<file path="src/rtl/core/lzp_ram.sv">
// ----------------------------------------------------------------------------
// lzp_ram
// Generic single-write, single-read RAM with registered read data.
// ----------------------------------------------------------------------------
module lzp_ram #(
  parameter int unsigned WIDTH = 8,
  parameter int unsigned DEPTH = 256
) (
  input  logic                     clk_i,
  input  logic                     we_i,
  input  logic [$clog2(DEPTH)-1:0] waddr_i,
  input  logic [WIDTH-1:0]         wdata_i,
  input  logic                     re_i,
  input  logic [$clog2(DEPTH)-1:0] raddr_i,
  output logic [WIDTH-1:0]         rdata_o
);

  logic [WIDTH-1:0] mem_q [DEPTH];
  logic [WIDTH-1:0] rdata_q;

  // Write port
  always_ff @(posedge clk_i) begin
    if (we_i) begin
      mem_q[waddr_i] <= wdata_i;
    end
  end

  // Read port, old data on a same-address collision
  always_ff @(posedge clk_i) begin
    if (re_i) begin
      rdata_q <= mem_q[raddr_i];
    end
  end

  assign rdata_o = rdata_q;

endmodule

</file>
<file path="config.mk">
export PLATFORM = sky130hd
export DESIGN_NAME = lzp_ram
export DESIGN_NICKNAME = d
export VERILOG_FILES = /design/src/rtl/core/lzp_ram.sv
export SDC_FILE = /design/constraint.sdc
export NUM_CORES = 2
export LEC_CHECK = 0
export ABC_CLOCK_PERIOD_IN_PS = 5600
export BUFFER_PORTS_ARGS = -buffer_cell sky130_fd_sc_hd__clkbuf_2
export CAP_MARGIN = 20
export CORE_AREA = 2 2 424 426
export DETAILED_ROUTE_END_ITERATION = 10
export DIE_AREA = 0 0 426 428
export MAX_ROUTING_LAYER = met4
export SLEW_MARGIN = 40
export SYNTH_ARGS = -nofsm -noshare
export SYNTH_HDL_FRONTEND = slang
export SYNTH_SLANG_ARGS = --single-unit
</file>
<file path="constraint.sdc">
create_clock -name clk_i -period 5.6 [get_ports clk_i]
set_input_delay 0.56 -clock clk_i [delete_from_list [all_inputs] [get_ports clk_i]]
set_output_delay 0.56 -clock clk_i [all_outputs]
set_load 0.02 [all_outputs]
</file>
# == After elaboration in Yosys (flattened, before gate mapping) ==
# Memories as Yosys holds them, arrays and structs flattened. A register that Yosys moved wholly into a read port is not among the register bits.
# Index checks and enable logic that the tools add are counted.
# op_classes
mux,2
# ops
operator,count
2-to-1 mux 1 bit,2
# totals
register_bits,0
ram_bits,2048
in_bits,27
out_inout_bits,8
n_memories,1
# memory_table
memory,words,width,rd,rd_clocked_by_memory_dff,write_ports,line_no,text
mem_q,256,8,1,1,1,18,logic [WIDTH-1:0] mem_q [DEPTH];

# == Depth between registers and ports, before layout ==
# depth
word_depth,2
depth_mapped,11

# == Worst setup path after synthesis ==
# No wires, ideal clock.
# synth_path
kind,input to register
start,input raddr_i[0]
end,"register rdata_q[2], in the netlist rdata_o[2], read port of mem_q (data pin)"
setup_ns,0.269
arrival_ns,2.367
required_time_ns,5.331
slack_ns,2.964
cell_stages,9
cell_sequence,buf_6 -> buf_12 -> buf_8 -> buf_2 -> mux4_2 -> a22oi_1 -> a21oi_1 -> nor4_1 -> nor4_2
# synth_lines
item,line_no,text
"start, declared",14,"input logic [$clog2(DEPTH)-1:0] raddr_i,"
"end, declared",19,logic [WIDTH-1:0] rdata_q;

==> impl_metrics.json <==
{
  "status": "complete, no violations",
  "cts.reportedPaths.clkPinSlew_ns": 0.06,
  "antenna_violating_nets_post_route": 0,
  "layout_setup_ws_ns": 2.12,
  "reg2reg_slack_ns": 2.73,
  "fin_tns_setup_ns": 0,
  "floorplan.die.width_um": 426,
  "dpl.hpwl_mm": 125,
  "power.sequential.fraction": 0.535,
  "power_switching_mw": 6.83,
  "synthCells": 3733,
  "leakage_nw": 27.3,
  "period_needed_ns": 3.48,
  "dominant_combinational_cell_family_by_area_after_synthesis": "multiplexers",
  "wire_per_inst_um": 31.8,
  "number_of_library_cell_types_mapped_by_synthesis": 54,
  "xor_xnor_fraction_of_synth_area": 0,
  "end_kind": "register",
  "transition_time_at_the_pin_with_the_least_slew_margin_ns": 0.912,
  "yosys-top-cells-count": "edfxtp_1 (2056), mux4_2 (454), nor2_1 (282)",
  "initial_utilization": 0.448,
  "clock-skew-final_ns": 0.0278,
  "power_density_cells_mw_per_mm2": 354,
  "resized_gates_after_cts": 0,
  "critical_path_required_ns": 6.14,
  "dpl_cell_area_mm2": 0.0831,
  "route.final.wire_length_mm": 203,
  "synthTopCellsByArea": "edfxtp_1 (78%), mux4_2 (13%), mux2i_1 (1.7%), nor2_1 (1.3%), a22oi_1 (1.3%)",
  "netSwitchingFraction": 0.215,
  "num_rows": 155,
  "detail_route.drc_violations": 0,
  "portBuffers": 34,
  "first_global_vias": 38762,
  "synthDominantAreaCellType": "edfxtp_1",
  "p_comb_frac": 0.049,
  "grt.total_usage": 0.229,
  "number_of_clock_buffers_inserted_by_tritoncts": 198,
  "grt_antenna_before_repair": 3,
  "num_io_pins": 35,
  "hold_ws_ns": 0.0505,
  "cts-hold-fix-buffers": 0,
  "synth_adder_area_share": 0,
  "maxCapViolCount": 0,
  "floorplan.core_area_mm2": 0.178,
  "critPathKind": "in2reg",
  "seq_area_frac_synth": 0.775,
  "final_net_count": 3879,
  "grt_setup_unrepaired": "no",
  "fin_area_mm2": 0.0897,
  "num_vias": 38858,
  "synth-warning-count": 0,
  "initial_drc_count": 4633,
  "maxSlewHeadroom": 0.392,
  "arrival_ns": 4.02,
  "synth.net_count": 3760,
  "first_pass_grt_wire_length_mm": 291,
  "clock_tree.buffer_depth": 3,
  "die_area_mm2": 0.182,
  "critPathLaunch": "raddr_i[0]",
  "worst_slack_at_placement_ns": 1.31,
  "synth_edf_count": 2056,
  "setup.worst_path.start_class": "input port",
  "clkPwrFrac": 0.416,
  "crit-reg2reg-capture": "rdata_o[3]",
  "finalHoldViolations": 0,
  "synth_compound_gate_area_share": 0.0342,
  "postCtsSetupBuffers": 0,
  "layout-drive-gt1-share": 0.270,
  "cts_max_level": 4,
  "cp_max_fo": 37,
  "timing.hold.worst_path_depth": 1,
  "worstRegToRegCells": 6,
  "report.final.setup_viol": 0,
  "total_power_mw": 31.8,
  "overflow": 0,
  "clock_insertion_delay_worst_skew_ns": 0.83,
  "tritoncts_num_sinks": 2056,
  "area_growth_syn_to_layout_pct": 12.6,
  "postSynthRegisterBits": 2056,
  "min_from": "wdata_i[3]",
  "max_freq_mhz": 287,
  "min_period_over_period": 0.622,
  "synth-async-reset-ratio": 0,
  "cell_internal_pwr_mw": 25.0,
  "avgSynthCellArea_um2": 21.3,
  "post-synth-top-count-cell": "edfxtp_1",
  "clockRootBuffer": "clkbuf_16",
  "min_path_type": "in2reg",
  "gpl.final_weighted_congestion": 0.865,
  "final_report_max_slew_violation_count": 0,
  "drt-vias-per-instance": 6.10,
  "synth.area.mux_share": 0.146,
  "fp.dieH_um": 428,
  "yosysTopAreaCellShare": 0.775,
  "cts_tree": "done",
  "grt_max_degree": 169,
  "max-vdd-ir-drop_mv": 0.229,
  "syn_area_mm2": 0.0796,
  "rr_startpoint": "mem_q[211][3]",
  "synth_simple_gate_area_share": 0.0263,
  "endpoint_of_the_worst_setup_timing_path": "rdata_o[3]",
  "ys.flop_type": "edfxtp_1",
  "detail_route.first_pass.iterations": 5
}
[kinds of logic (layout without fill, tap and decap cells)]
family                 count (synthesis)  in the layout
flip-flops                          2056           2056
other                                  0              1
buffers and inverters                235            516
multiplexers                         591            591
AND/OR/NAND/NOR                      466            466
AO/OA/AOI/OAI                        385            385
[critical path, cell delays in order]
cell      delay (ns)
buf_8           0.40
buf_12          0.30
buf_4           0.33
mux4_2          0.54
a22o_1          0.24
a221oi_1        0.56
o32ai_1         0.26
nor3_2          0.56
nor4_1          0.12
[registers in the layout, summed over array words and instances, names as in the netlist]
signal   count
mem_q     2048
rdata_o      8
[metal layers]
metal	share of wire	wire length [um]	global-route usage
met1	0.42	85600	0.323
met2	0.48	97600	0.349
met3	0.071	14300	0.0368
met4	0.026	5270	0.0615
met5	0	0	-
[cell usage in the layout, fill, tap and decap left out, types with 18 or more instances in the layout]
cell type / count
o221ai_1: 46
nor2b_1: 26
edfxtp_1: 2056
nand2_1: 25
a22oi_1: 133
clkinv_1: 55
nand3_1: 18
clkbuf_1: 33
o22ai_1: 28
nor2_2: 144
mux4_2: 454
bufinv_16: 20
clkbuf_16: 199
clkbuf_2: 21
nor2_1: 134
clkinv_2: 35
nor4_1: 22
buf_12: 21
buf_4: 91
a21oi_1: 93
mux2i_1: 134
[final cells by class]
| type | count | area (um^2) |
|---|---|---|
| diodes | 1 | 2.50 |
| flip-flops and latches | 2056 | 61700 |
| inverters | 2 | 7.51 |
| fillers | 14092 | 88000 |
| well taps | 2355 | 2950 |
| clock inverters | 130 | 1240 |
| multi-input cells | 1442 | 17100 |
| repair buffers | 152 | 1550 |
| clock buffers | 232 | 5100 |
[stage by stage]
stage | utilization | instances
after floorplan | - | 3733
final | 0.505 | 6370
after CTS | 0.503 | 6366
after global placement | 0.465 | 5999
after global routing | 0.505 | 6369
after detailed placement | 0.468 | 6004
[power groups by stage]
stage          registers [mW]  clock network [mW]  logic, mW
4_1_cts                  17.0                13.4       1.57
3_3_place_gp             17.3                   0       1.53
5_1_grt                  17.0                14.0       1.65
6_report                 17.0                13.2       1.57
2_1_floorplan            17.3                   0      0.824
3_5_place_dp             17.3                   0       1.57
[how the worst min path moves through the flow]
| stage | endpoint |
|---|---|
| floorplan | mem_q[0][0] |
| global placement | rdata_o[5] |
| detailed placement | mem_q[201][0] |
| CTS | mem_q[202][0] |
| global route | mem_q[117][3] |
| finish | mem_q[117][3] |
(Power assumes the default switching activity.)
